===== src/ncs_pkg.sv =====
// Shared constants, codes and types of the nested conditional stack.
`timescale 1ns / 1ps
`default_nettype none

package ncs_pkg;

    localparam int STACK_DEPTH = 256;
    localparam int ADDR_W      = $clog2(STACK_DEPTH);
    localparam int CNT_W       = $clog2(STACK_DEPTH + 1);

    localparam int OP_W    = 3;
    localparam int DEPTH_W = 9;
    localparam int ERR_W   = 3;
    localparam int FLAG_W  = 4;

    // Bit positions inside one frame.
    localparam int FLAG_COND   = 0;
    localparam int FLAG_PARENT = 1;
    localparam int FLAG_ELSE   = 2;
    localparam int FLAG_TERM   = 3;

    localparam logic [OP_W-1:0] OP_IF     = 3'd0;
    localparam logic [OP_W-1:0] OP_ELSE   = 3'd1;
    localparam logic [OP_W-1:0] OP_ELSEIF = 3'd2;
    localparam logic [OP_W-1:0] OP_ENDIF  = 3'd3;
    localparam logic [OP_W-1:0] OP_UNWIND = 3'd4;

    localparam logic [ERR_W-1:0] ERR_NONE       = 3'd0;
    localparam logic [ERR_W-1:0] ERR_UNEXP_ELSE = 3'd1;
    localparam logic [ERR_W-1:0] ERR_DUP_ELSE   = 3'd2;
    localparam logic [ERR_W-1:0] ERR_UNEXP_END  = 3'd3;
    localparam logic [ERR_W-1:0] ERR_OVERFLOW   = 3'd4;

    typedef logic [FLAG_W-1:0] t_flags;

    typedef struct packed {
        logic              we;
        logic [ADDR_W-1:0] waddr;
        t_flags            wdata;
        logic              re;
        logic [ADDR_W-1:0] raddr;
    } t_mem_req;

endpackage

`default_nettype wire


===== src/ncs_if.sv =====
// Valid/ready channel interfaces for directive items and result items.
`timescale 1ns / 1ps
`default_nettype none

interface ncs_in_if;
    import ncs_pkg::*;

    logic               valid;
    logic               ready;
    logic [OP_W-1:0]    operation;
    logic               cond_value;
    logic [DEPTH_W-1:0] target_depth;

    modport source (output valid, output operation, output cond_value,
                    output target_depth, input ready);
    modport sink   (input valid, input operation, input cond_value,
                    input target_depth, output ready);
endinterface

interface ncs_out_if;
    import ncs_pkg::*;

    logic               valid;
    logic               ready;
    logic               overall_cond;
    logic [DEPTH_W-1:0] nest_depth;
    logic [ERR_W-1:0]   error_code;

    modport source (output valid, output overall_cond, output nest_depth,
                    output error_code, input ready);
    modport sink   (input valid, input overall_cond, input nest_depth,
                    input error_code, output ready);
endinterface

`default_nettype wire


===== src/nested_conditional_stack.sv =====
// Top level of the nested conditional stack.
`timescale 1ns / 1ps
`default_nettype none

// Tracks nested if/else/elseif/endif frames and reports, for every directive
// item, whether code at the current nesting is active, the stack depth and an
// error code. The top frame sits in a register and the frames below it in a
// single-port-write, registered-read memory. Open if, else, elseif, unknown
// codes and an unwind whose target is at or above the depth go straight to the
// done state, which loads the output register and returns to idle. Endif and
// unwind pop frames in turn: each pop reads the new top from memory, then loads
// it (pop state, then load state); a pop that empties the stack needs no load.
// An endif on an empty stack goes from the pop state to the done state with an
// error. The next item is accepted only once the block is back in idle. A new
// item is accepted while the previous result still waits at the output
// register. Its result then waits until that register is free.
module nested_conditional_stack (
    input  logic      i_clk,
    input  logic      i_rst_n,
    ncs_in_if.sink    i_in,
    ncs_out_if.source o_out
);
    import ncs_pkg::*;

    t_mem_req mem_req;
    t_flags   mem_rdata;

    ncs_ctrl u_ctrl (
        .i_clk     (i_clk),
        .i_rst_n   (i_rst_n),
        .i_in      (i_in),
        .o_out     (o_out),
        .o_mem_req (mem_req),
        .i_rdata   (mem_rdata)
    );

    ncs_ram u_ram (
        .i_clk   (i_clk),
        .i_req   (mem_req),
        .o_rdata (mem_rdata)
    );

endmodule

`default_nettype wire


===== src/ncs_ram.sv =====
// Frame memory: one write port and one registered read port.
`timescale 1ns / 1ps
`default_nettype none

module ncs_ram (
    input  logic               i_clk,
    input  ncs_pkg::t_mem_req  i_req,
    output ncs_pkg::t_flags    o_rdata
);
    import ncs_pkg::*;

    t_flags r_mem [STACK_DEPTH];
    t_flags r_rdata;

    always_ff @(posedge i_clk) begin
        if (i_req.we) begin
            r_mem[i_req.waddr] <= i_req.wdata;
        end
        if (i_req.re) begin
            r_rdata <= r_mem[i_req.raddr];
        end
    end

    assign o_rdata = r_rdata;

endmodule

`default_nettype wire


===== src/ncs_ctrl.sv =====
// Sequencer: keeps the top frame in a register, spills lower frames to memory.
`timescale 1ns / 1ps
`default_nettype none

module ncs_ctrl (
    input  logic              i_clk,
    input  logic              i_rst_n,
    ncs_in_if.sink            i_in,
    ncs_out_if.source         o_out,
    output ncs_pkg::t_mem_req o_mem_req,
    input  ncs_pkg::t_flags   i_rdata
);
    import ncs_pkg::*;

    localparam logic [1:0] S_IDLE = 2'd0;
    localparam logic [1:0] S_POP  = 2'd1;
    localparam logic [1:0] S_LOAD = 2'd2;
    localparam logic [1:0] S_DONE = 2'd3;

    logic [1:0]         r_state,    n_state;
    logic [CNT_W-1:0]   r_count,    n_count;
    t_flags             r_top,      n_top;
    logic               r_active,   n_active;
    logic               r_unwind,   n_unwind;
    logic [DEPTH_W-1:0] r_target,   n_target;
    logic [ERR_W-1:0]   r_err,      n_err;
    logic               r_more,     n_more;
    logic               r_out_valid, n_out_valid;
    logic               r_out_cond,  n_out_cond;
    logic [DEPTH_W-1:0] r_out_depth, n_out_depth;
    logic [ERR_W-1:0]   r_out_err,   n_out_err;

    logic   empty;
    logic   full;
    logic   overall;
    t_flags else_flags;

    assign empty   = (r_count == '0);
    assign full    = (r_count == CNT_W'(STACK_DEPTH));
    assign overall = empty | (r_top[FLAG_COND] & r_top[FLAG_PARENT]);

    always_comb begin
        else_flags            = r_top;
        else_flags[FLAG_ELSE] = 1'b1;
        else_flags[FLAG_COND] = ~r_top[FLAG_COND];
    end

    assign i_in.ready         = (r_state == S_IDLE);
    assign o_out.valid        = r_out_valid;
    assign o_out.overall_cond = r_out_cond;
    assign o_out.nest_depth   = r_out_depth;
    assign o_out.error_code   = r_out_err;

    always_comb begin
        t_flags           v_base;
        t_flags           v_new;
        logic             v_act;
        logic             v_term;
        logic             v_push;
        logic [ERR_W-1:0] v_err;
        logic [CNT_W-1:0] v_cnt;
        logic             v_more;

        n_state     = r_state;
        n_count     = r_count;
        n_top       = r_top;
        n_active    = r_active;
        n_unwind    = r_unwind;
        n_target    = r_target;
        n_err       = r_err;
        n_more      = r_more;
        n_out_valid = r_out_valid;
        n_out_cond  = r_out_cond;
        n_out_depth = r_out_depth;
        n_out_err   = r_out_err;
        o_mem_req   = '0;

        v_base = r_top;
        v_new  = '0;
        v_act  = r_active;
        v_term = 1'b1;
        v_push = 1'b0;
        v_err  = ERR_NONE;
        v_cnt  = r_count - CNT_W'(1);
        v_more = 1'b0;

        if (r_out_valid && o_out.ready) begin
            n_out_valid = 1'b0;
        end

        unique case (r_state)
            S_IDLE: begin
                if (i_in.valid) begin
                    n_unwind = (i_in.operation == OP_UNWIND);
                    n_target = i_in.target_depth;
                    n_state  = S_DONE;
                    case (i_in.operation)
                        OP_IF: begin
                            v_push = 1'b1;
                        end
                        OP_ELSE: begin
                            if (empty) begin
                                v_err = ERR_UNEXP_ELSE;
                            end else begin
                                v_base = else_flags;
                                if (r_top[FLAG_ELSE]) v_err = ERR_DUP_ELSE;
                            end
                        end
                        OP_ELSEIF: begin
                            v_push = 1'b1;
                            v_term = 1'b0;
                            if (empty) begin
                                v_err = ERR_UNEXP_ELSE;
                                v_act = 1'b1;
                            end else begin
                                v_base = else_flags;
                                v_act  = else_flags[FLAG_COND] & else_flags[FLAG_PARENT];
                                if (r_top[FLAG_ELSE]) v_err = ERR_DUP_ELSE;
                            end
                        end
                        OP_ENDIF: begin
                            n_state = S_POP;
                        end
                        OP_UNWIND: begin
                            if (32'(r_count) > 32'(i_in.target_depth)) begin
                                n_state = S_POP;
                            end
                        end
                        default: begin
                        end
                    endcase

                    n_top = v_base;
                    if (v_push) begin
                        if (full) begin
                            if (v_err == ERR_NONE) v_err = ERR_OVERFLOW;
                        end else begin
                            v_new[FLAG_TERM]   = v_term;
                            v_new[FLAG_PARENT] = v_act;
                            v_new[FLAG_COND]   = v_act & i_in.cond_value;
                            // The old top frame moves into memory under the new one.
                            if (!empty) begin
                                o_mem_req.we    = 1'b1;
                                o_mem_req.waddr = ADDR_W'(v_cnt);
                                o_mem_req.wdata = v_base;
                            end
                            n_top   = v_new;
                            n_count = r_count + CNT_W'(1);
                        end
                    end
                    n_err = v_err;
                end
            end
            S_POP: begin
                if (empty) begin
                    n_err   = ERR_UNEXP_END;
                    n_state = S_DONE;
                end else begin
                    // A run goes on past frames without a terminator; an unwind
                    // starts another run while the depth is above the target.
                    v_more  = ~r_top[FLAG_TERM] |
                              (r_unwind & (32'(v_cnt) > 32'(r_target)));
                    n_count = v_cnt;
                    if (v_cnt != '0) begin
                        o_mem_req.re    = 1'b1;
                        o_mem_req.raddr = ADDR_W'(v_cnt - CNT_W'(1));
                        n_more          = v_more;
                        n_state         = S_LOAD;
                    end else begin
                        if (v_more) n_err = ERR_UNEXP_END;
                        n_state = S_DONE;
                    end
                end
            end
            S_LOAD: begin
                n_top   = i_rdata;
                n_state = r_more ? S_POP : S_DONE;
            end
            S_DONE: begin
                if (!r_out_valid || o_out.ready) begin
                    n_out_valid = 1'b1;
                    n_out_cond  = overall;
                    n_out_depth = DEPTH_W'(r_count);
                    n_out_err   = r_err;
                    n_active    = overall;
                    n_state     = S_IDLE;
                end
            end
            default: begin
                n_state = S_IDLE;
            end
        endcase
    end

    always_ff @(posedge i_clk) begin
        if (!i_rst_n) begin
            r_state     <= S_IDLE;
            r_count     <= '0;
            r_active    <= 1'b1;
            r_out_valid <= 1'b0;
        end else begin
            r_state     <= n_state;
            r_count     <= n_count;
            r_active    <= n_active;
            r_out_valid <= n_out_valid;
        end
    end

    always_ff @(posedge i_clk) begin
        r_top       <= n_top;
        r_unwind    <= n_unwind;
        r_target    <= n_target;
        r_err       <= n_err;
        r_more      <= n_more;
        r_out_cond  <= n_out_cond;
        r_out_depth <= n_out_depth;
        r_out_err   <= n_out_err;
    end

endmodule

`default_nettype wire


===== src/flat_wrapper.sv =====
// flat-port wrapper written by rule: the top's interface ports become plain ports
module nested_conditional_stack_flat import ncs_pkg::*;
  (i_clk, i_rst_n, i_in_valid, i_in_operation, i_in_cond_value, i_in_target_depth, i_in_ready, o_out_valid, o_out_overall_cond, o_out_nest_depth, o_out_error_code, o_out_ready);
  ncs_in_if i_in_i ();
  ncs_out_if o_out_i ();
  input  logic i_clk;
  input  logic i_rst_n;
  input wire logic [$bits(i_in_i.valid)-1:0] i_in_valid;
  input wire logic [$bits(i_in_i.operation)-1:0] i_in_operation;
  input wire logic [$bits(i_in_i.cond_value)-1:0] i_in_cond_value;
  input wire logic [$bits(i_in_i.target_depth)-1:0] i_in_target_depth;
  output wire logic [$bits(i_in_i.ready)-1:0] i_in_ready;
  output wire logic [$bits(o_out_i.valid)-1:0] o_out_valid;
  output wire logic [$bits(o_out_i.overall_cond)-1:0] o_out_overall_cond;
  output wire logic [$bits(o_out_i.nest_depth)-1:0] o_out_nest_depth;
  output wire logic [$bits(o_out_i.error_code)-1:0] o_out_error_code;
  input wire logic [$bits(o_out_i.ready)-1:0] o_out_ready;
  assign i_in_i.valid = i_in_valid;
  assign i_in_i.operation = i_in_operation;
  assign i_in_i.cond_value = i_in_cond_value;
  assign i_in_i.target_depth = i_in_target_depth;
  assign i_in_ready = i_in_i.ready;
  assign o_out_valid = o_out_i.valid;
  assign o_out_overall_cond = o_out_i.overall_cond;
  assign o_out_nest_depth = o_out_i.nest_depth;
  assign o_out_error_code = o_out_i.error_code;
  assign o_out_i.ready = o_out_ready;
  nested_conditional_stack u_core (.i_clk(i_clk), .i_rst_n(i_rst_n), .i_in(i_in_i), .o_out(o_out_i));
endmodule

===== config.mk =====
export PLATFORM = sky130hd
export DESIGN_NAME = nested_conditional_stack_flat
export DESIGN_NICKNAME = d
export VERILOG_FILES = /design/src/ncs_pkg.sv /design/src/ncs_if.sv /design/src/nested_conditional_stack.sv /design/src/ncs_ram.sv /design/src/ncs_ctrl.sv /design/src/flat_wrapper.sv
export SDC_FILE = /design/constraint.sdc
export NUM_CORES = 1
export LEC_CHECK = 0
export BUFFER_PORTS_ARGS = -buffer_cell sky130_fd_sc_hd__buf_2
export CAP_MARGIN = 10
export CORE_MARGIN = 2
export CORE_UTILIZATION = 63
export DETAILED_ROUTE_END_ITERATION = 10
export GPL_TIMING_DRIVEN = 0
export PLACE_DENSITY = 0.79
export SLEW_MARGIN = 10
export SYNTH_ARGS = -nofsm -noshare
export SYNTH_HDL_FRONTEND = slang
export SYNTH_SLANG_ARGS = --single-unit

===== constraint.sdc =====
create_clock -name i_clk -period 11.5 [get_ports i_clk]
set_clock_uncertainty 0.05 [all_clocks]
set_input_delay 2.3 -clock i_clk [delete_from_list [all_inputs] [get_ports i_clk]]
set_output_delay 2.3 -clock i_clk [all_outputs]
set_load 0.02 [all_outputs]

==> results.tsv <==
metric	value	unit
status	finished, violations left	
violations	max-capacitance violations, max-slew violations	
regToRegSetupSlack	1960	ps
grt_pass1_wl	210000	microns
hold_path_class	reg -> reg	
antenna_found_initial	3	
rsz0062_at_grt	false	
syn_area	44200	sq um
clock_latency	700	ps
hold_viol	0	
min_from	u_core.u_ctrl.r_err[0]	
syn_avg_cell_area	14.1	sq um
holdPathEnd	u_core.u_ctrl.o_out.error_code[0]	
worst_slack	1960	ps
power_density	245	nW/um^2
cts_num_sinks	1072	
hold_buffers	0	
synth_cells	3128	
totalWireLength	154000	microns
cp-start-kind	flip-flop	
vias	31400	
ff2ff_path_depth	14	
synth_cell_types	71	
clk_pin_slew	70	ps
syn_to_final_growth	12.4	%
cts_setup_buffers	0	
cts_tree	built	
timing.rr.end	u_core.u_ram.r_mem[162][0]	
slew_violations	26	
yosysSeqAreaShare	72.5	%
root_buffer	clkbuf_16	
syn_nets	3167	
crit_fanout	12	
setup_tns	0	ps
ys_ff_latch	1072	
ctsResizeCount	0	
die_area	72400	sq um
nets	3332	
crit_type	reg -> reg	
initial_utilization	63.4	%
worst_pin_slew	1530	ps
end_kind	flip-flop	
final_cell_mix	1059 x edfxtp_1, 458 x nor2_1, 179 x a21oi_1	
overflow	0	
hpwl	105000	microns
async_flop_share	0	%
synth_flop_cell	edfxtp_1	
min_period	9540	ps
dieHeight	269	microns
rows	97	
grtUsageTotal	42.6	%
ir_drop	0.173	mV
holdPathStages	0	
fmax	105	MHz
p_leak	15.3	nW
setup_violations	0	
final_common_cell	edfxtp_1	
drc	0	
core_area	69800	sq um
cap_violations	3	
drt-vias-per-instance	7.27	
gp_congestion	1.07	
synth-edff-count	1059	
dr.pass1.iters	6	
wl_per_cell	35.7	microns
drive_gt1_share	11.4	%
final_antenna_net_count	0	
port_buffers	31	
cts_buffer_depth	3	
drt_iter0_drc	6228	
die_w	269	microns
crit_required	11790	ps
rr_startpoint	u_core.u_ctrl.r_count[0]	
grt_pass1_vias	29600	
pre_cts_slack	2610	ps
relSlewSlack	-2.56	%
io_pins	32	
min_period_over_period	83.0	%
ys_warn_count	0	
htree_levels	3	
cp.arrival	9830	ps
grt_start_max_net_pins	49	
numCtsBuffers	101	
worst max-delay path: stages (launching register included):
cell      delay (ps)
dfxtp_1          420
buf_2            240
inv_1            300
buf_1            970
clkbuf_1        1090
ha_1             290
buf_2            250
clkbuf_1        1050
buf_1            630
clkbuf_1         510
buf_1            910
nor2_1           210
nand2_1          710
clkbuf_1        1160
nor2_1           360
per-stage QoR:
step | total power [mW] | instances | util (%) | area [sq um] | hold WS, ps
2_1_floorplan | 6.83 | 3128 | - | 44200 | 350
3_3_place_gp | 8.49 | 4099 | 65.3 | 45600 | 358
3_5_place_dp | 8.56 | 4130 | 66.4 | 46300 | 357
4_1_cts | 11.9 | 4318 | 71.2 | 49700 | 373
5_1_grt | 12.3 | 4318 | 71.2 | 49700 | 386
6_report | 12.2 | 4325 | 71.3 | 49700 | 373
how the worst max path moves through the flow:
stage	startpoint	endpoint	slack, ps	cells past startpoint
after floorplan	i_in_valid	u_core.u_ram.r_mem[0][0]	1050	5
after global placement	u_core.u_ctrl.r_count[0]	u_core.u_ram.r_mem[188][0]	-7750	10
after detailed placement	u_core.u_ctrl.r_count[0]	u_core.u_ram.r_mem[130][3]	2610	14
after CTS	u_core.u_ctrl.r_count[0]	u_core.u_ram.r_mem[210][1]	2580	14
after global routing	u_core.u_ctrl.r_count[0]	u_core.u_ram.r_mem[130][1]	2250	14
final	u_core.u_ctrl.r_count[0]	u_core.u_ram.r_mem[162][0]	1960	14
registers in the layout, indices dropped and copies added (netlist names), 3 cells and up:
register and cells:
u_core.u_ram.r_mem 1024, u_core.u_ctrl.o_out.nest_depth 9, u_core.u_ctrl.r_count 9, u_core.u_ctrl.r_target 9
u_core.u_ctrl.r_top 4, u_core.u_ram.o_rdata 4, u_core.u_ctrl.o_out.error_code 3, u_core.u_ctrl.r_err 3
where the power goes:
group	internal, mW	leakage, nW	switching, mW
sequential	4.36	9.18	0.0274
clock	1.95	1.64	1.49
combinational	1.19	4.51	3.19
total	7.49	15.3	4.70
cell type report:
type / count / area [sq um]
Inverter: 33 / 124
Clock inverter: 68 / 739
Fill cell: 4534 / 20000
Multi-Input combinational cell: 1793 / 11100
Tap cell: 940 / 1180
Buffer: 230 / 1020
Sequential cell: 1072 / 32100
Antenna cell: 7 / 17.5
Clock buffer: 120 / 2650
Timing Repair Buffer: 62 / 881
cells by family after synthesis:
logic type / count (synthesis) / synth area share (%)
XOR/XNOR: 20 / 0.396
AO/OA/AOI/OAI: 749 / 11.3
adder cells (fa/ha/maj): 22 / 0.622
multiplexers: 216 / 5.14
AND/OR/NAND/NOR: 786 / 7.48
flip-flops: 1072 / 72.5
buffers and inverters: 263 / 2.56
synthesized netlist by cell type (22+ instances only):
cell      instances  share of area, %
nor3_1           27              0.31
edfxtp_1       1059                72
o21ai_0         126               1.4
a211oi_1         38              0.64
buf_2            69              0.78
nand3_1          38              0.43
mux2i_1         153               3.5
ha_1             22              0.62
mux2_2           60               1.5
o211ai_1         39              0.66
clkbuf_1        125               1.1
buf_1            25              0.21
nand2_1         168               1.4
a22oi_1          26              0.44
o221ai_1        131               2.6
nor2_1          462               3.9
inv_1            31              0.26
o22ai_1         110               1.6
a21oi_1         179               2.0
layer usage:
metal | vias up | share of wire (%) | global-route usage, %
li1 | 12400 | - | -
met1 | 15200 | 33 | 55.3
met2 | 3133 | 42 | 61.2
met3 | 690 | 15 | 12.4
met4 | 2 | 9.4 | 32.7
met5 | - | 0.0091 | 0
(Power assumes the default switching activity.)
